`config.mk`:
```
export PLATFORM = sky130hd
export DESIGN_NAME = cdar_front
export DESIGN_NICKNAME = d
export VERILOG_FILES = /design/src/rtl/core/cdar_pkg.sv /design/src/rtl/core/cdar_front.sv
export SDC_FILE = /design/constraint.sdc
export NUM_CORES = 1
export LEC_CHECK = 0
export BUFFER_PORTS_ARGS = -buffer_cell sky130_fd_sc_hd__clkbuf_2
export CORE_ASPECT_RATIO = 1.25
export CORE_MARGIN = 5
export CORE_UTILIZATION = 46
export DETAILED_ROUTE_END_ITERATION = 10
export PLACE_DENSITY = 0.81
export REMOVE_ABC_BUFFERS = 1
export SLEW_MARGIN = 0
export SYNTH_ARGS = -nofsm -noshare
export SYNTH_HDL_FRONTEND = slang
export SYNTH_SLANG_ARGS = --single-unit
```
`constraint.sdc`:
```
create_clock -name clk -period 5.76 [get_ports clk]
set_input_delay 1.44 -clock clk [delete_from_list [all_inputs] [get_ports clk]]
set_output_delay 1.44 -clock clk [all_outputs]
set_load 0.05 [all_outputs]
```
`src/rtl/core/cdar_pkg.sv`:
```
// Package for the conditional drawdown at risk block: types, sizes and codes.
// Used by every module under rtl/core; depends on nothing.
`timescale 1ns / 1ps
package cdar_pkg;

    localparam int TOP_DEPTH  = 256;
    localparam int VAL_W      = 32;
    localparam int TAIL_W     = 9;
    localparam int PATHS_W    = 17;
    localparam int SUM_W      = 48;
    localparam int DIVISOR_W  = 17;
    localparam int IDX_W      = $clog2(TOP_DEPTH);
    localparam logic [PATHS_W-1:0] MAX_PATHS = PATHS_W'(65536);
    localparam logic [SUM_W-1:0]   SUM_MAX   = {SUM_W{1'b1}};
    localparam logic [TAIL_W-1:0]  TAIL_RESET = TAIL_W'(1);
    localparam logic [1:0]         ADDR_TAIL_COUNT = 2'd0;

    // One classified sample handed from the front to the back
    typedef struct packed {
        logic             first;      // first sample of a path: clear the list
        logic             dd_valid;   // sample lies below the peak
        logic [VAL_W-1:0] drawdown;
        logic             end_path;
        logic             end_batch;
    } cdar_item_t;

    typedef struct packed {
        logic                 start;
        logic [SUM_W-1:0]     dividend;
        logic [DIVISOR_W-1:0] divisor;
    } cdar_div_req_t;

    typedef enum logic [2:0] {
        ST_IDLE,
        ST_INSERT,
        ST_PLACE,
        ST_SUM,
        ST_DIV_PATH,
        ST_BATCH,
        ST_DIV_BATCH,
        ST_OUT
    } cdar_state_t;

endpackage

```
`src/rtl/core/cdar_front.sv`:
```
// Front end: takes samples, tracks the running peak and classifies drawdowns.
// Depends on cdar_pkg.
`timescale 1ns / 1ps
module cdar_front (
    input  logic                     clk,
    input  logic                     rst_n,
    input  logic                     in_valid,
    output logic                     in_ready,
    input  logic [cdar_pkg::VAL_W-1:0] in_value,
    input  logic                     in_last_path,
    input  logic                     in_last_batch,
    output logic                     q_valid,
    input  logic                     q_ready,
    output cdar_pkg::cdar_item_t     q_item
);
    import cdar_pkg::*;

    logic signed [VAL_W-1:0] peak_reg, peak_next;
    logic                    started_reg, started_next;
    logic signed [VAL_W-1:0] peak_eff;
    logic signed [VAL_W-1:0] value_s;
    logic                    accept;

    assign value_s  = $signed(in_value);
    assign in_ready = q_ready;
    assign q_valid  = in_valid;
    assign accept   = in_valid && q_ready;
    assign peak_eff = started_reg ? peak_reg : value_s;

    always_comb
    begin
        q_item.first     = !started_reg;
        q_item.dd_valid  = value_s < peak_eff;
        q_item.drawdown  = VAL_W'(peak_eff - value_s);
        q_item.end_path  = in_last_path || in_last_batch;
        q_item.end_batch = in_last_batch;
        peak_next    = peak_reg;
        started_next = started_reg;
        if (accept)
        begin
            peak_next    = (value_s >= peak_eff) ? value_s : peak_eff;
            started_next = !(in_last_path || in_last_batch);
        end
    end

    always_ff @(posedge clk or negedge rst_n)
    begin
        if (!rst_n)
        begin
            peak_reg    <= '0;
            started_reg <= 1'b0;
        end
        else
        begin
            peak_reg    <= peak_next;
            started_reg <= started_next;
        end
    end

endmodule

```
==> summary.md <==
| Metric | Value |
|---|---|
| Status | `finished clean` |
| Post-CTS sizing | `0` |
| Post-synthesis mux area share | `a little over an eighth` |
| GPL Wtd Cong | `0.915` |
| Crit-path max FO | `4` |
| Post-synth EDFFs | `0` |
| Synth unique cells | `54` |
| Syn_area_per_cell | `8.42 sq um` |
| Final WL | `8150 microns` |
| Worst hold margin | `roughly 0.50 ns` |
| Fmax | `0.180 GHz` |
| Int Power | `0.000737 W` |
| Max-cap violations | `0` |
| Reg-to-Reg Start | `started_reg` |
| Critical path startpoint category | `primary input` |
| Number of port buffers | `75` |
| CTS Buffer Depth | `2` |
| # IOs | `76` |
| DRT antenna net count | `0` |
| Clock sink count | `33` |
| Post-synthesis sequential area ratio | `23.2%` |
| Combinational Power Share | `64.0%` |
| Synthesized area | `3550 sq um` |
| Layout Nets | `560` |
| # hold bufs at CTS | `0` |
| H-Tree Level Count | `2` |
| Core Region | `approximately 7400 sq um` |
| Yosys reg bits | `33` |
| Peak VDD IR | `0.000311 V` |
| Type of the tightest min-delay check | `reg2reg` |
| WL/cell | `roughly 14 microns` |
| Clock latency at the later pin of the worst-skew pair | `roughly 0.28 ns` |
| HPWL after detailed placement | `6450 microns` |
| Total power | `0.00152 W` |
| Share of power burned in registers | `between 20 and 25%` |
| Hold Crit Start | `peak_reg[13]` |
| Required time at the worst-slack endpoint | `approximately 4.3 ns` |
| Slew Limit Fails | `0` |
| CTS tree | `yes` |
| Initial antenna violation count | `0` |
| DRT iter0 DRCs | `approximately 150` |
| Synth Area in Compound Gates | `between 20 and 25%` |
| Number of core rows | `35` |
| FILL cells | `703` |
| LEAKAGE | `2.05 nW` |
| Crit path capture type | `primary output` |
| Vias in the first global route | `3063` |
| Final hold vios | `0` |
| Xor and xnor fraction of the mapped netlist area | `~7.4%` |
| Setup bufs post-CTS | `0` |
| Starting Density | `47.7%` |
| CTS root buffer | `clkbuf_8` |
| GRT overflow | `0` |
| Clk pwr share | `15.2%` |
| Pre-antenna DRT Iters | `5` |
| Critical path data arrival time | `between 4 and 5 ns` |
| Post-Synth Adder-Cell Area | `12.2%` |
| Switching share of power | `51.5%` |
| Worst Path Class, Setup | `in2out` |
| Register area | `826 sq um` |
| Finished Cell Area | `4090 sq um` |
| Final setup violation count | `0` |
| Slew margin rel. | `41.5%` |
| N_diodes | `0` |
| Minimum clock period | `5.55 ns` |
| Largest family of logic cells by synthesized area | `compound AO/OA/AOI/OAI gates` |
| Switching power | `0.000784 W` |
| Area after DPL | `3950 sq um` |
| Mapped Cells | `422` |
| Final Cycle Share | `96.3%` |
| Final core occ | `54.9%` |
| Yosys warns | `0` |
| RSZ-0062 raised after global routing | `false` |
| Die Footprint | `9590 sq um` |
| GRT Total Usage | `17.1%` |
| Clock transition at path regs | `0.07 ns` |
| Area of the multi-input gates | `2420 sq um` |
| Pwr/cell area | `approximately 370 nW/um^2` |
| Num CTS Buffers | `5` |
| Die Width | `88.6 microns` |
| Drt via density | `5.34` |
| Area Growth Syn to Fin | `15.0%` |
| Die Ht | `approximately 110 microns` |
| Max FFs per register | `32` |
| First-pass GRT wire length | `13200 microns` |
| Largest net degree at the start of global routing | `40` |
| Synth Area in Simple Gates | `13.7%` |
| Fraction of layout instances using a drive strength above 1 | `roughly a quarter` |
| Worst-Margin Slew | `between 0.8 and 0.9 ns` |
| Top FF cell, synth | `dfrtp_1` |
| Final Skew | `around 0.007 ns` |
| Crit. Startpoint | `in_value[2]` |
| Routed via count | `3103` |
| Post-synth ARST share | `100%` |
| Drt drc | `0` |
per-stage QoR:
stage | worst slack [ns] | TNS (ns) | std cells
3_5_place_dp | 0.0580 | 0 | 573
4_1_cts | 0.0738 | 0 | 581
6_report | 0.212 | 0 | 581
3_3_place_gp | 0.148 | 0 | 573
2_1_floorplan | -0.0778 | -0.190 | 401
5_1_grt | 0.00596 | 0 | 581
worst max-delay path, stage by stage:
cell      delay [ns]
clkbuf_2        0.09
inv_1           0.06
o21ai_0         0.23
ha_1            0.31
a21oi_1         0.15
nand2_1         0.14
a311oi_2        0.39
buf_4           0.20
o21ai_0         0.17
and2_1          0.21
o21a_1          0.17
nor2_1          0.11
xnor2_1         0.13
clkbuf_2        0.30
placed cells by master, fill, tap and decap left out, types with 16 or more instances in the layout:
cell type | netlist | final
clkbuf_2 | 1 | 74
nand2_1 | 48 | 48
inv_1 | 46 | 46
o21ai_0 | 45 | 44
a21oi_1 | 35 | 35
ha_1 | 33 | 33
dfrtp_1 | 33 | 33
mux2_4 | 30 | 30
xnor2_1 | 23 | 23
nor2_1 | 16 | 16
routing by layer:
metal	vias up	global-route usage [%]	wire length (microns)
met5	-	0	0
met4	0	5.40	121
met3	12	3.51	378
met2	66	31.8	4200
met1	1431	19.2	3450
li1	1594	-	-
kinds of logic after synthesis:
family / Yosys count
AOI/OAI and AO/OA: 123
and+or+nand+nor: 102
buffers and inverters: 67
adders and majority gates: 34
muxes: 33
DFF: 33
xor gates and xnor gates: 30
Yosys cell counts, types with 3 or more instances:
cell type	number	area (sq um)
o21ai_0	45	225
xnor2_1	23	201
xor2_1	7	61.3
nand4_1	5	31.3
inv_1	46	173
clkbuf_1	6	22.5
buf_2	5	25.0
o21bai_1	5	37.5
o21a_1	3	22.5
ha_1	33	413
nor3_1	8	40.0
buf_4	3	22.5
nand2_1	48	180
buf_12	3	60.1
a21o_1	10	75.1
a31oi_1	4	25.0
mux2_4	30	450
nor2_1	16	60.1
and3_1	3	18.8
a21oi_1	35	175
nand3_1	8	40.0
o21ai_1	4	20.0
dfrtp_1	33	826
a211oi_1	3	22.5
path summary, 6_finish.rpt:
path / to / cells past startpoint / slack [ns]
worst max-delay path: q_item[15] / 14 / 0.21
max in group asynchronous: peak_reg[7] / 1 / 3.95
worst min register to register: peak_reg[13] / 1 / 0.50
min in group asynchronous: peak_reg[17] / 1 / 1.26
worst min-delay path: peak_reg[13] / 1 / 0.50
worst max register to register: peak_reg[31] / 12 / 1.44
power by group through the flow:
stage / sequential [W] / clock [W] / combinational (W)
2_1_floorplan: 0.000312 / 0 / 0.000759
3_3_place_gp: 0.000316 / 0 / 0.000956
3_5_place_dp: 0.000317 / 0 / 0.000972
4_1_cts: 0.000315 / 0.000241 / 0.000975
5_1_grt: 0.000323 / 0.000255 / 0.00104
6_report: 0.000316 / 0.000231 / 0.000974
cell type report:
class / instances / share of cell area, %
tap: 92 / 2.82
sequential: 33 / 20.2
multi-input combinational: 322 / 59.2
clock inverter: 1 / 0.735
timing repair buffer: 80 / 10.7
clock buffer: 7 / 2.11
inverter: 46 / 4.23
Note: power is estimated with default switching activity, not from simulation.
