$ cat config.mk
export PLATFORM = sky130hd
export DESIGN_NAME = cdar_fifo
export DESIGN_NICKNAME = d
export VERILOG_FILES = /design/src/rtl/core/cdar_pkg.sv /design/src/rtl/core/cdar_fifo.sv
export SDC_FILE = /design/constraint.sdc
export NUM_CORES = 1
export LEC_CHECK = 0
export BUFFER_PORTS_ARGS = -buffer_cell sky130_fd_sc_hd__clkbuf_2
export CAP_MARGIN = 20
export CORE_MARGIN = 2
export CORE_UTILIZATION = 51
export DETAILED_ROUTE_END_ITERATION = 16
export PLACE_DENSITY_LB_ADDON = 0.12
export SLEW_MARGIN = 30
export SYNTH_ARGS = -nofsm -noshare
export SYNTH_HDL_FRONTEND = slang
export SYNTH_SLANG_ARGS = --single-unit
export TNS_END_PERCENT = 50
$ cat constraint.sdc
create_clock -name clk -period 3.1 [get_ports clk]
set_input_delay 0.155 -clock clk [delete_from_list [all_inputs] [get_ports clk]]
set_output_delay 0.155 -clock clk [all_outputs]
set_load 0.005 [all_outputs]
$ cat src/rtl/core/cdar_pkg.sv
// Package for the conditional drawdown at risk block: types, sizes and codes.
// Used by every module under rtl/core; depends on nothing.
`timescale 1ns / 1ps
package cdar_pkg;

    localparam int TOP_DEPTH  = 256;
    localparam int VAL_W      = 32;
    localparam int TAIL_W     = 9;
    localparam int PATHS_W    = 17;
    localparam int SUM_W      = 48;
    localparam int DIVISOR_W  = 17;
    localparam int IDX_W      = $clog2(TOP_DEPTH);
    localparam logic [PATHS_W-1:0] MAX_PATHS = PATHS_W'(65536);
    localparam logic [SUM_W-1:0]   SUM_MAX   = {SUM_W{1'b1}};
    localparam logic [TAIL_W-1:0]  TAIL_RESET = TAIL_W'(1);
    localparam logic [1:0]         ADDR_TAIL_COUNT = 2'd0;

    // One classified sample handed from the front to the back
    typedef struct packed {
        logic             first;      // first sample of a path: clear the list
        logic             dd_valid;   // sample lies below the peak
        logic [VAL_W-1:0] drawdown;
        logic             end_path;
        logic             end_batch;
    } cdar_item_t;

    typedef struct packed {
        logic                 start;
        logic [SUM_W-1:0]     dividend;
        logic [DIVISOR_W-1:0] divisor;
    } cdar_div_req_t;

    typedef enum logic [2:0] {
        ST_IDLE,
        ST_INSERT,
        ST_PLACE,
        ST_SUM,
        ST_DIV_PATH,
        ST_BATCH,
        ST_DIV_BATCH,
        ST_OUT
    } cdar_state_t;

endpackage

$ cat src/rtl/core/cdar_fifo.sv
// Two-entry queue between the front and the back end.
// Depends on cdar_pkg.
`timescale 1ns / 1ps
module cdar_fifo (
    input  logic                 clk,
    input  logic                 rst_n,
    input  logic                 wr_valid,
    output logic                 wr_ready,
    input  cdar_pkg::cdar_item_t wr_item,
    output logic                 rd_valid,
    input  logic                 rd_ready,
    output cdar_pkg::cdar_item_t rd_item
);
    import cdar_pkg::*;

    cdar_item_t mem_reg [2];
    logic       wptr_reg, wptr_next;
    logic       rptr_reg, rptr_next;
    logic [1:0] count_reg, count_next;
    logic       push, pop;

    assign wr_ready = count_reg != 2'd2;
    assign rd_valid = count_reg != 2'd0;
    assign rd_item  = mem_reg[rptr_reg];
    assign push     = wr_valid && wr_ready;
    assign pop      = rd_valid && rd_ready;

    always_comb
    begin
        wptr_next  = push ? !wptr_reg : wptr_reg;
        rptr_next  = pop ? !rptr_reg : rptr_reg;
        count_next = count_reg + 2'(push) - 2'(pop);
    end

    always_ff @(posedge clk)
    begin
        if (push)
            mem_reg[wptr_reg] <= wr_item;
    end

    always_ff @(posedge clk or negedge rst_n)
    begin
        if (!rst_n)
        begin
            wptr_reg  <= 1'b0;
            rptr_reg  <= 1'b0;
            count_reg <= 2'd0;
        end
        else
        begin
            wptr_reg  <= wptr_next;
            rptr_reg  <= rptr_next;
            count_reg <= count_next;
        end
    end

endmodule

==> results of run 1 <==
[final cells by class]
class	count	area, um^2
repair buffers	87	483
multi-input cells	54	547
well taps	72	90.1
clock buffers	10	128
flip-flops and latches	76	2260
clock inverters	6	55.1
fillers	413	1870
[per-layer routing]
layer | up-vias | share of wire (%) | track usage (%)
li1 | 710 | - | -
met1 | 748 | 39 | 20.0
met2 | 43 | 55 | 28.5
met3 | 4 | 4.8 | 4.60
met4 | 0 | 0.90 | 8.42
met5 | - | 0 | 0
[worst max-delay path by stage]
stage,depth (start not counted),to,slack (ps),start
6_report,2,rd_item[26],1150,rptr_reg
5_1_grt,2,rd_item[26],1060,rptr_reg
4_1_cts,2,rd_item[4],1110,rptr_reg
3_5_place_dp,4,mem_reg[0][3],1230,count_reg[0]
3_3_place_gp,4,mem_reg[0][35],1360,count_reg[0]
2_1_floorplan,3,mem_reg[0][0],490,count_reg[0]
[where the power goes]
group	internal, mW	switching [mW]	leakage, nW
logic	0.453	0.356	0.560
registers	1.41	0.169	0.716
clock network	0.364	0.328	0.0911
total	2.23	0.853	1.37
[worst reg2reg max path: cells and delay by family (launching register included)]
kind / cells / cell delay [ps]
and+or+nand+nor: 3 / 680
buffers and inverters: 1 / 400
DFF: 1 / 440
[synthesized netlist by cell type (2+ instances only)]
library cell | n | area (um^2)
edfxtp_1 | 72 | 2160
mux2_2 | 36 | 405
dfrtp_1 | 4 | 100
buf_4 | 3 | 22.5
nor2_1 | 3 | 11.3
xnor2_1 | 3 | 26.3
nand2_1 | 2 | 7.51
[kinds of logic after synthesis]
family	share of synthesized area [%]
xor+xnor	0.929
buf+inv	0.973
flops	80.0
compound gates	1.06
fa+ha+maj	0.442
simple gates	2.30
mux	14.3
[what timing repair did]
item                      4_1_cts  5_1_grt
hold buffers                    4        5
hold endpoints to repair       10        9
resized for setup               0        0
==> run_summary.xml, run 1 <==
<?xml version="1.0" encoding="UTF-8"?>
<metrics>
  <group name="run_status">
    <metric name="status" unit="">complete, no violations</metric>
  </group>
  <group name="synthesis">
    <metric name="yosysWarningCount" unit="">0</metric>
    <metric name="synth_area" unit="mm^2">0.00283</metric>
    <metric name="postSynthRegisterBits" unit="">76</metric>
    <metric name="synth-edff-count" unit="">72</metric>
    <metric name="synthesis.nets" unit="">175</metric>
    <metric name="yosys.cell_types.count" unit="">18</metric>
    <metric name="synthesis.area_per_instance" unit="um^2">21.1</metric>
    <metric name="synth_top_flop_cell" unit="">edfxtp_1</metric>
    <metric name="synth_sequential_area_ratio" unit="%">80.0</metric>
    <metric name="synth_cells" unit="">134</metric>
    <metric name="postSynth.asyncResetShare" unit="%">5.26</metric>
  </group>
  <group name="global_routing">
    <metric name="initial_antenna_violation_count" unit="">0</metric>
    <metric name="grt_max_degree" unit="">38</metric>
    <metric name="grt_remaining_overflow" unit="">0</metric>
    <metric name="grt.total_usage" unit="%">16.9</metric>
    <metric name="number_of_global_route_vias_before_repair" unit="">1596</metric>
    <metric name="grt_first_pass_wirelength" unit="um">7630</metric>
  </group>
  <group name="worst_setup_path">
    <metric name="crit_path_cell_trace" unit="">mux2_2, clkbuf_2</metric>
    <metric name="worst-r2r-setup-slack" unit="ps">1240</metric>
    <metric name="critPathSlowestCell" unit="">dfrtp_2</metric>
    <metric name="critical_path.max_stage_delay" unit="ps">920</metric>
    <metric name="critical_path.startpoint_type" unit="">flop</metric>
    <metric name="timing.critical_path.max_delay_family" unit="">flip-flops</metric>
    <metric name="critical_path_peak_fanout" unit="">37</metric>
    <metric name="timing.critical_path.to_type" unit="">primary output</metric>
    <metric name="reg2reg_from" unit="">count_reg[0]</metric>
    <metric name="critPathRequiredTime" unit="ps">2940</metric>
    <metric name="timing_worst_setup_path_type" unit="">reg -&gt; out</metric>
    <metric name="worstPathBufferInverterCount" unit="">1</metric>
    <metric name="cp.arrival" unit="ps">1790</metric>
    <metric name="worstReg2RegEnd" unit="">mem_reg[0][4]</metric>
    <metric name="worst-r2r-cell-count" unit="">4</metric>
  </group>
  <group name="clocking">
    <metric name="clock_tree.root_cell" unit="">clkbuf_8</metric>
    <metric name="post_cts.repair.setup_buffers" unit="">0</metric>
    <metric name="worstSkewPairLatency" unit="ps">320</metric>
    <metric name="h-tree-depth" unit="">3</metric>
    <metric name="cts-root-to-sink-buffers" unit="">2</metric>
    <metric name="cts_made_buffers" unit="">9</metric>
    <metric name="worst_setup_hold_path_clk_slew" unit="ps">70</metric>
    <metric name="cts.sink_count" unit="">76</metric>
    <metric name="cts_tree" unit="">yes</metric>
  </group>
  <group name="layout">
    <metric name="post-route-util" unit="%">65.6</metric>
    <metric name="drive_above_1_share" unit="%">57.5</metric>
    <metric name="synthToLayoutAreaGrowth" unit="%">26.1</metric>
    <metric name="most_used_cells_in_the_layout_excluding_fill_and_tap_cells" unit="">clkbuf_2 (77), edfxtp_1 (72), mux2_2 (36)</metric>
    <metric name="mostFrequentLayoutCell" unit="">clkbuf_2</metric>
    <metric name="finalNonFillerCells" unit="">305</metric>
    <metric name="insertedDiodeCount" unit="">0</metric>
    <metric name="largest_reg_flops" unit="">72</metric>
    <metric name="design.final.nets" unit="">269</metric>
    <metric name="layout.cell_area.non_filler" unit="mm^2">0.00357</metric>
  </group>
  <group name="power_and_ir_drop">
    <metric name="p_leak" unit="nW">1.37</metric>
    <metric name="total_power" unit="mW">3.08</metric>
    <metric name="power_density" unit="mW/mm^2">863</metric>
    <metric name="worst_ir_drop_on_vdd" unit="uV">583</metric>
  </group>
  <group name="sta">
    <metric name="rsz0062_at_grt" unit="">no</metric>
    <metric name="worst_tran_pin_value" unit="ps">877</metric>
    <metric name="post-route-min-period" unit="ps">1950</metric>
    <metric name="whs" unit="ps">16.8</metric>
    <metric name="max-slew-margin-rel" unit="%">41.5</metric>
    <metric name="final_worst_path_period_share" unit="%">62.8</metric>
    <metric name="clock.fmax" unit="GHz">0.514</metric>
    <metric name="finalSetupViolCount" unit="">0</metric>
    <metric name="timing.clock.skew" unit="ps">6.96</metric>
    <metric name="finalMaxSlewViolations" unit="">0</metric>
    <metric name="finalWorstSetupSlack" unit="ps">1150</metric>
    <metric name="fin_setup_tns" unit="ps">0</metric>
    <metric name="timing.final.hold_violations" unit="">0</metric>
  </group>
  <group name="route">
    <metric name="dr.first_iter.drc_count" unit="">48</metric>
    <metric name="number_of_remaining_drc_errors" unit="">0</metric>
    <metric name="drt.antenna.violating_nets" unit="">0</metric>
    <metric name="drt-pass1-iter-count" unit="">4</metric>
    <metric name="routed-via-count" unit="">1505</metric>
    <metric name="routed_wire_length_per_instance" unit="um">16.1</metric>
    <metric name="detail_route.vias_per_cell" unit="">4.93</metric>
    <metric name="post_detailed_routing_wire_length" unit="um">4910</metric>
  </group>
  <group name="placement">
    <metric name="numPlacedInstances" unit="">280</metric>
    <metric name="place_area" unit="mm^2">0.00329</metric>
    <metric name="place_congestion" unit="">0.747</metric>
    <metric name="port_buffers" unit="">77</metric>
    <metric name="preCtsSetupSlack" unit="ps">1230</metric>
  </group>
  <group name="die">
    <metric name="boundaryPins" unit="">78</metric>
    <metric name="initial_util" unit="%">52.0</metric>
    <metric name="die-area" unit="mm^2">0.00616</metric>
    <metric name="die_extent_in_y" unit="um">78.5</metric>
    <metric name="floorplan.die.width" unit="um">78.5</metric>
    <metric name="rows" unit="">27</metric>
    <metric name="core" unit="mm^2">0.00544</metric>
  </group>
  <group name="hold_path">
    <metric name="min-delay-start" unit="">wr_item[12]</metric>
    <metric name="min_delay_worst_endpoint" unit="">mem_reg[0][12]</metric>
    <metric name="worst_hold_path.num_cells" unit="">1</metric>
    <metric name="timing.hold.worst.class" unit="">in -&gt; reg</metric>
  </group>
  <group name="flow_run">
    <metric name="maxCapViolations" unit="">0</metric>
  </group>
</metrics>
Note: power is estimated with default switching activity, not from simulation.
==> run 2: changes to the inputs <==
clock period = 1.8 ns   (was 3.1 ns; I/O delays follow)
==> run_summary.xml, run 2 (synthesis gave the netlist of run 1 again) <==
<?xml version="1.0" encoding="UTF-8"?>
<metrics>
  <group name="clocking">
    <metric name="worst_setup_hold_path_clk_slew" unit="ps">70</metric>
    <metric name="cts_made_buffers" unit="">9</metric>
    <metric name="clock_tree.root_cell" unit="">clkbuf_8</metric>
    <metric name="cts.sink_count" unit="">76</metric>
    <metric name="post_cts.repair.setup_buffers" unit="">0</metric>
    <metric name="worstSkewPairLatency" unit="ps">330</metric>
    <metric name="cts_tree" unit="">yes</metric>
    <metric name="cts-root-to-sink-buffers" unit="">2</metric>
    <metric name="h-tree-depth" unit="">3</metric>
  </group>
  <group name="hold_path">
    <metric name="min-delay-start" unit="">rd_ready</metric>
    <metric name="timing.hold.worst.class" unit="">in -&gt; reg</metric>
    <metric name="min_delay_worst_endpoint" unit="">rptr_reg</metric>
    <metric name="worst_hold_path.num_cells" unit="">3</metric>
  </group>
  <group name="layout">
    <metric name="ff_latch_area" unit="mm^2">0.00226</metric>
    <metric name="multi_input_gate_area" unit="um^2">547</metric>
    <metric name="synthToLayoutAreaGrowth" unit="%">38.1</metric>
    <metric name="largest_reg_flops" unit="">72</metric>
    <metric name="most_used_cells_in_the_layout_excluding_fill_and_tap_cells" unit="">clkbuf_2 (77), edfxtp_1 (72), dlygate4sd3_1 (37)</metric>
    <metric name="mostFrequentLayoutCell" unit="">clkbuf_2</metric>
    <metric name="finalNonFillerCells" unit="">338</metric>
    <metric name="design.final.nets" unit="">302</metric>
    <metric name="drive_above_1_share" unit="%">52.6</metric>
    <metric name="filler_cell_count" unit="">361</metric>
    <metric name="insertedDiodeCount" unit="">0</metric>
  </group>
  <group name="power_and_ir_drop">
    <metric name="p_seq_share" unit="%">46.9</metric>
    <metric name="power.share.switching" unit="%">27.3</metric>
    <metric name="share_of_total_power_in_combinational_logic" unit="%">31.5</metric>
    <metric name="p_leak" unit="nW">1.52</metric>
    <metric name="p_int" unit="mW">3.95</metric>
    <metric name="clock_network_power_share" unit="%">21.6</metric>
    <metric name="total_switching_power" unit="mW">1.48</metric>
    <metric name="worst_ir_drop_on_vdd" unit="uV">904</metric>
    <metric name="total_power" unit="mW">5.44</metric>
    <metric name="power_density" unit="mW/mm^2">1390</metric>
  </group>
  <group name="sta">
    <metric name="worst_tran_pin_value" unit="ps">299</metric>
    <metric name="finalMaxSlewViolations" unit="">0</metric>
    <metric name="post-route-min-period" unit="ps">1580</metric>
    <metric name="rsz0062_at_grt" unit="">no</metric>
    <metric name="clock.fmax" unit="GHz">0.633</metric>
    <metric name="fin_setup_tns" unit="ps">0</metric>
    <metric name="finalSetupViolCount" unit="">0</metric>
    <metric name="timing.clock.skew" unit="ps">5.00</metric>
    <metric name="final_worst_path_period_share" unit="%">87.8</metric>
    <metric name="max-slew-margin-rel" unit="%">80.0</metric>
    <metric name="timing.final.hold_violations" unit="">0</metric>
  </group>
  <group name="die">
    <metric name="boundaryPins" unit="">78</metric>
    <metric name="floorplan.die.width" unit="um">78.5</metric>
    <metric name="core" unit="mm^2">0.00544</metric>
    <metric name="initial_util" unit="%">52.0</metric>
    <metric name="die_extent_in_y" unit="um">78.5</metric>
    <metric name="rows" unit="">27</metric>
    <metric name="die-area" unit="mm^2">0.00616</metric>
  </group>
  <group name="worst_setup_path">
    <metric name="reg2reg_from" unit="">count_reg[0]</metric>
    <metric name="timing.critical_path.to_type" unit="">primary output</metric>
    <metric name="crit_path_cell_trace" unit="">buf_4, mux2_2, clkbuf_2</metric>
    <metric name="timing_worst_setup_path_type" unit="">reg -&gt; out</metric>
    <metric name="critPathRequiredTime" unit="ps">1710</metric>
    <metric name="worst-r2r-setup-slack" unit="ps">420</metric>
    <metric name="worstReg2RegEnd" unit="">mem_reg[0][4]</metric>
    <metric name="critical_path.max_stage_delay" unit="ps">380</metric>
    <metric name="cp.arrival" unit="ps">1490</metric>
    <metric name="worst-r2r-cell-count" unit="">4</metric>
    <metric name="critPathSlowestCell" unit="">mux2_2</metric>
    <metric name="critical_path_peak_fanout" unit="">22</metric>
    <metric name="critical_path.startpoint_type" unit="">flop</metric>
  </group>
  <group name="global_routing">
    <metric name="grt_max_degree" unit="">27</metric>
    <metric name="grt_first_pass_wirelength" unit="um">7850</metric>
    <metric name="initial_antenna_violation_count" unit="">0</metric>
    <metric name="grt_remaining_overflow" unit="">0</metric>
    <metric name="number_of_global_route_vias_before_repair" unit="">1735</metric>
    <metric name="grt.total_usage" unit="%">17.8</metric>
  </group>
  <group name="route">
    <metric name="drt.antenna.violating_nets" unit="">0</metric>
    <metric name="post_detailed_routing_wire_length" unit="um">5080</metric>
    <metric name="routed-via-count" unit="">1622</metric>
    <metric name="dr.first_iter.drc_count" unit="">35</metric>
    <metric name="drt-pass1-iter-count" unit="">4</metric>
    <metric name="detail_route.vias_per_cell" unit="">4.80</metric>
    <metric name="routed_wire_length_per_instance" unit="um">15.0</metric>
    <metric name="number_of_remaining_drc_errors" unit="">0</metric>
  </group>
  <group name="placement">
    <metric name="numPlacedInstances" unit="">285</metric>
    <metric name="port_buffers" unit="">77</metric>
    <metric name="dpl_hpwl" unit="um">3230</metric>
    <metric name="place_congestion" unit="">0.691</metric>
  </group>
  <group name="flow_run">
    <metric name="maxCapViolations" unit="">0</metric>
  </group>
  <group name="run_status">
    <metric name="status" unit="">complete, no violations</metric>
  </group>
</metrics>
==> run 2: cell type report <==
type / instances / share of cell area (%)
Clock buffer: 9 / 3.17
Clock inverter: 7 / 1.47
Multi-Input combinational cell: 54 / 14.0
Sequential cell: 76 / 57.9
Tap cell: 72 / 2.31
Timing Repair Buffer: 120 / 21.1
==> run 2: what timing repair did <==
item                                    in CTS  in global routing
endpoints found under the hold margin       76                  0
hold buffers                                37                  0
endpoints found under the setup margin       0                  0
resized for setup                            0                  0
==> run 2: metrics by stage <==
stage / util, % / area (um^2) / hold WS, ps / worst slack [ps]
2_1_floorplan: - / 2840 / -206 / 163
3_3_place_gp: 61.7 / 3360 / -95.4 / 488
3_5_place_dp: 61.7 / 3360 / -94.0 / 433
4_1_cts: 71.8 / 3910 / 41.5 / 172
5_1_grt: 71.8 / 3910 / 62.5 / 141
6_report: 71.8 / 3910 / 52.4 / 219
==> run 2: critical path: cells and delay by family, from the launching register on <==
family / cells / cell delay (ps)
buffers and inverters: 2 / 410
DFF: 1 / 360
muxes: 1 / 380
==> run 2: routing by layer <==
metal	GRT usage (%)	part of all wire [%]
met4	10.5	2.9
met3	4.02	4.3
met2	30.1	51
met1	20.8	42
met5	0	0
==> run 2: power by group through the flow <==
stage / logic [mW] / clock network [mW] / registers [mW]
after detailed placement: 1.68 / 0 / 2.59
after CTS: 1.75 / 1.22 / 2.55
after global routing: 1.87 / 1.28 / 2.59
after global placement: 1.62 / 0 / 2.56
final: 1.71 / 1.17 / 2.55
after floorplan: 0.995 / 0 / 2.55
==> run 2: how the worst max path moves through the flow <==
stage                            start        endpoint  slack, ps
after global placement    count_reg[0]  mem_reg[0][34]        490
after global routing          rptr_reg     rd_item[15]        140
final                         rptr_reg      rd_item[0]        220
after floorplan           count_reg[0]   mem_reg[0][0]        160
after CTS                     rptr_reg     rd_item[15]        170
after detailed placement  count_reg[0]   mem_reg[0][9]        430
==> run 3: changes to the inputs <==
ABC_AREA = 1   (was unset)
==> run_summary.xml, run 3 <==
<?xml version="1.0" encoding="UTF-8"?>
<metrics>
  <group name="synthesis">
    <metric name="synth-compound-area-share" unit="%">0.351</metric>
    <metric name="postSynthRegisterBits" unit="">76</metric>
    <metric name="synthesis.area_per_instance" unit="um^2">13.0</metric>
    <metric name="yosys-top-cells-area" unit="">edfxtp_1 (76%), nand2_1 (15%), dfrtp_1 (3.5%)</metric>
    <metric name="combinational_family_with_the_most_area_after_synthesis" unit="">simple AND/OR/NAND/NOR gates</metric>
    <metric name="synth_top_flop_cell" unit="">edfxtp_1</metric>
    <metric name="synth_area" unit="mm^2">0.00285</metric>
    <metric name="xor_xnor_share_of_the_synthesized_area" unit="%">0.307</metric>
    <metric name="synth_cells" unit="">219</metric>
    <metric name="synth_top_area_share" unit="%">75.9</metric>
    <metric name="synthSimpleGateAreaFrac" unit="%">16.7</metric>
    <metric name="synth_common_cells" unit="">nand2_1 (115), edfxtp_1 (72), inv_1 (6)</metric>
    <metric name="synthAdderAreaFrac" unit="%">0.439</metric>
    <metric name="post-synth-top-count-cell" unit="">nand2_1</metric>
    <metric name="postSynth.asyncResetShare" unit="%">5.26</metric>
    <metric name="synth_sequential_area_ratio" unit="%">79.4</metric>
    <metric name="yosysWarningCount" unit="">0</metric>
    <metric name="synth_mux_area_share" unit="%">0</metric>
    <metric name="synth_area_leader_cell" unit="">edfxtp_1</metric>
    <metric name="yosys.cell_types.count" unit="">17</metric>
    <metric name="synth-edff-count" unit="">72</metric>
    <metric name="synthesis.nets" unit="">260</metric>
  </group>
  <group name="sta">
    <metric name="finalSetupViolCount" unit="">0</metric>
    <metric name="worst_tran_pin_value" unit="ps">379</metric>
    <metric name="finalMaxSlewViolations" unit="">0</metric>
    <metric name="rsz0062_at_grt" unit="">no</metric>
    <metric name="clock.fmax" unit="GHz">0.675</metric>
    <metric name="timing.final.hold_violations" unit="">0</metric>
    <metric name="fin_setup_tns" unit="ps">0</metric>
    <metric name="max-slew-margin-rel" unit="%">74.8</metric>
    <metric name="post-route-min-period" unit="ps">1480</metric>
    <metric name="final_worst_path_period_share" unit="%">82.2</metric>
    <metric name="timing.clock.skew" unit="ps">5.27</metric>
  </group>
  <group name="worst_setup_path">
    <metric name="worst-r2r-cell-count" unit="">11</metric>
    <metric name="crit_path_frequent_cell" unit="">nand2_1</metric>
    <metric name="worstReg2RegEnd" unit="">count_reg[1]</metric>
    <metric name="crit_start" unit="">rptr_reg</metric>
    <metric name="timing.critical_path.max_delay_family" unit="">flip-flops</metric>
    <metric name="critical_path_peak_fanout" unit="">37</metric>
    <metric name="crit_path_cell_trace" unit="">inv_4, nand2_1, nand2_1, clkbuf_2</metric>
    <metric name="reg2reg_from" unit="">count_reg[1]</metric>
    <metric name="timing_worst_setup_path_type" unit="">reg -&gt; out</metric>
    <metric name="timing.critical_path.to_type" unit="">primary output</metric>
    <metric name="cp_num_cells" unit="">4</metric>
    <metric name="worstPathBufferInverterCount" unit="">2</metric>
    <metric name="critical_path.max_stage_delay" unit="ps">430</metric>
    <metric name="setup.worst_path.end" unit="">rd_item[14]</metric>
    <metric name="critical_path.startpoint_type" unit="">flop</metric>
    <metric name="worst-r2r-setup-slack" unit="ps">370</metric>
    <metric name="critPathSlowestCell" unit="">dfrtp_1</metric>
    <metric name="cp.arrival" unit="ps">1390</metric>
    <metric name="critPathRequiredTime" unit="ps">1710</metric>
  </group>
  <group name="power_and_ir_drop">
    <metric name="p_leak" unit="nW">1.71</metric>
    <metric name="worst_ir_drop_on_vdd" unit="uV">968</metric>
    <metric name="total_power" unit="mW">5.39</metric>
    <metric name="power_density" unit="mW/mm^2">1400</metric>
  </group>
  <group name="global_routing">
    <metric name="number_of_global_route_vias_before_repair" unit="">1781</metric>
    <metric name="grt_first_pass_wirelength" unit="um">7820</metric>
    <metric name="initial_antenna_violation_count" unit="">0</metric>
    <metric name="grt_remaining_overflow" unit="">0</metric>
    <metric name="grt.total_usage" unit="%">17.2</metric>
    <metric name="grt_max_degree" unit="">38</metric>
  </group>
  <group name="route">
    <metric name="number_of_remaining_drc_errors" unit="">0</metric>
    <metric name="post_detailed_routing_wire_length" unit="um">5240</metric>
    <metric name="dr.first_iter.drc_count" unit="">93</metric>
    <metric name="drt.antenna.violating_nets" unit="">0</metric>
    <metric name="routed_wire_length_per_instance" unit="um">12.5</metric>
    <metric name="drt-pass1-iter-count" unit="">5</metric>
    <metric name="routed-via-count" unit="">1941</metric>
    <metric name="detail_route.vias_per_cell" unit="">4.63</metric>
  </group>
  <group name="layout">
    <metric name="synthToLayoutAreaGrowth" unit="%">35.5</metric>
    <metric name="insertedDiodeCount" unit="">0</metric>
    <metric name="most_used_cells_in_the_layout_excluding_fill_and_tap_cells" unit="">nand2_1 (115), clkbuf_2 (77), edfxtp_1 (72)</metric>
    <metric name="filler_cell_count" unit="">376</metric>
    <metric name="largest_reg_flops" unit="">72</metric>
    <metric name="mostFrequentLayoutCell" unit="">nand2_1</metric>
    <metric name="drive_above_1_share" unit="%">28.5</metric>
    <metric name="design.final.nets" unit="">383</metric>
  </group>
  <group name="clocking">
    <metric name="cts_made_buffers" unit="">9</metric>
    <metric name="cts-root-to-sink-buffers" unit="">2</metric>
    <metric name="clock_tree.root_cell" unit="">clkbuf_8</metric>
    <metric name="h-tree-depth" unit="">3</metric>
    <metric name="cts.sink_count" unit="">76</metric>
    <metric name="worst_setup_hold_path_clk_slew" unit="ps">70</metric>
    <metric name="cts_tree" unit="">yes</metric>
    <metric name="hold_buffers" unit="">37</metric>
    <metric name="post_cts.repair.setup_buffers" unit="">0</metric>
    <metric name="worstSkewPairLatency" unit="ps">330</metric>
    <metric name="ctsResizeCount" unit="">0</metric>
  </group>
  <group name="placement">
    <metric name="dpl_hpwl" unit="um">3160</metric>
    <metric name="place_congestion" unit="">0.820</metric>
    <metric name="port_buffers" unit="">77</metric>
  </group>
  <group name="die">
    <metric name="die-area" unit="mm^2">0.00620</metric>
    <metric name="die_extent_in_y" unit="um">78.8</metric>
    <metric name="initial_util" unit="%">52.4</metric>
    <metric name="floorplan.die.width" unit="um">78.8</metric>
    <metric name="rows" unit="">27</metric>
    <metric name="boundaryPins" unit="">78</metric>
    <metric name="core" unit="mm^2">0.00544</metric>
  </group>
  <group name="run_status">
    <metric name="status" unit="">complete, no violations</metric>
  </group>
  <group name="hold_path">
    <metric name="timing.hold.worst.class" unit="">in -&gt; reg</metric>
  </group>
  <group name="flow_run">
    <metric name="maxCapViolations" unit="">0</metric>
  </group>
</metrics>
## run 3: changes by cell type after synthesis, sizes merged, moves of 2 or more
cell / change
nand2: +115
mux2: -36
inv: +8
buf: +3
xnor2: -3
nor2: +2
## run 3: cells by family (layout without fill, tap and decap cells)
| group | Yosys count | count (layout) |
|---|---|---|
| AOI/OAI and AO/OA | 2 | 2 |
| xor gates and xnor gates | 1 | 1 |
| DFF | 76 | 76 |
| buffers and inverters | 15 | 143 |
| and+or+nand+nor | 124 | 124 |
| adders and majority gates | 1 | 1 |
## run 3: layout make-up
cell class                 count  area (um^2)  area share (%)
inverter                       8         32.5           0.842
clock buffer                  13          139            3.60
multi-input combinational    128          519            13.4
sequential                    76         2260            58.6
timing repair buffer         119          806            20.9
clock inverter                 3         13.8           0.356
tap                           72         90.1            2.33
## run 3: per-stage QoR
stage          hold WS, ps  utilization (%)  worst slack (ps)  cell area (um^2)  cells
5_1_grt               55.5             71.0               206              3860    419
3_3_place_gp         -93.8             61.4               430              3340    366
2_1_floorplan         -206                -               214              2860    219
4_1_cts               58.6             71.0               298              3860    419
6_report              72.6             71.0               320              3860    419
3_5_place_dp         -94.5             61.4               376              3340    366
## run 3: worst min path at each step
stage                     startpoint      endpoint  depth (start not counted)  slack [ps]
after floorplan                rst_n  count_reg[0]                          0        -210
after global placement         rst_n  count_reg[0]                          1         -90
after detailed placement       rst_n  count_reg[0]                          1         -90
after CTS                   wr_valid      wptr_reg                          3          60
after global routing        wr_valid      wptr_reg                          3          60
final                       rd_ready      rptr_reg                          3          70
## run 3: per-layer routing
metal	global-route usage, %	share of wire, %	vias up	wire length [um]
met2	29.9	53	61	2770
met1	20.7	41	898	2150
met3	3.75	4.9	9	256
met4	7.89	1.2	0	64
met5	0	0	-	0
li1	-	-	973	-
## run 3: tightest hold or removal path, cell delays in order
cell,delay (ps)
clkbuf_2,90
o21ai_1,110
xor2_1,80
## run 3: power breakdown
| group | switching, mW | internal [mW] | total (mW) | leakage, nW |
|---|---|---|---|---|
| registers | 0.131 | 2.41 | 2.55 | 0.715 |
| logic | 1.11 | 0.706 | 1.81 | 0.914 |
| clock network | 0.542 | 0.494 | 1.04 | 0.0788 |
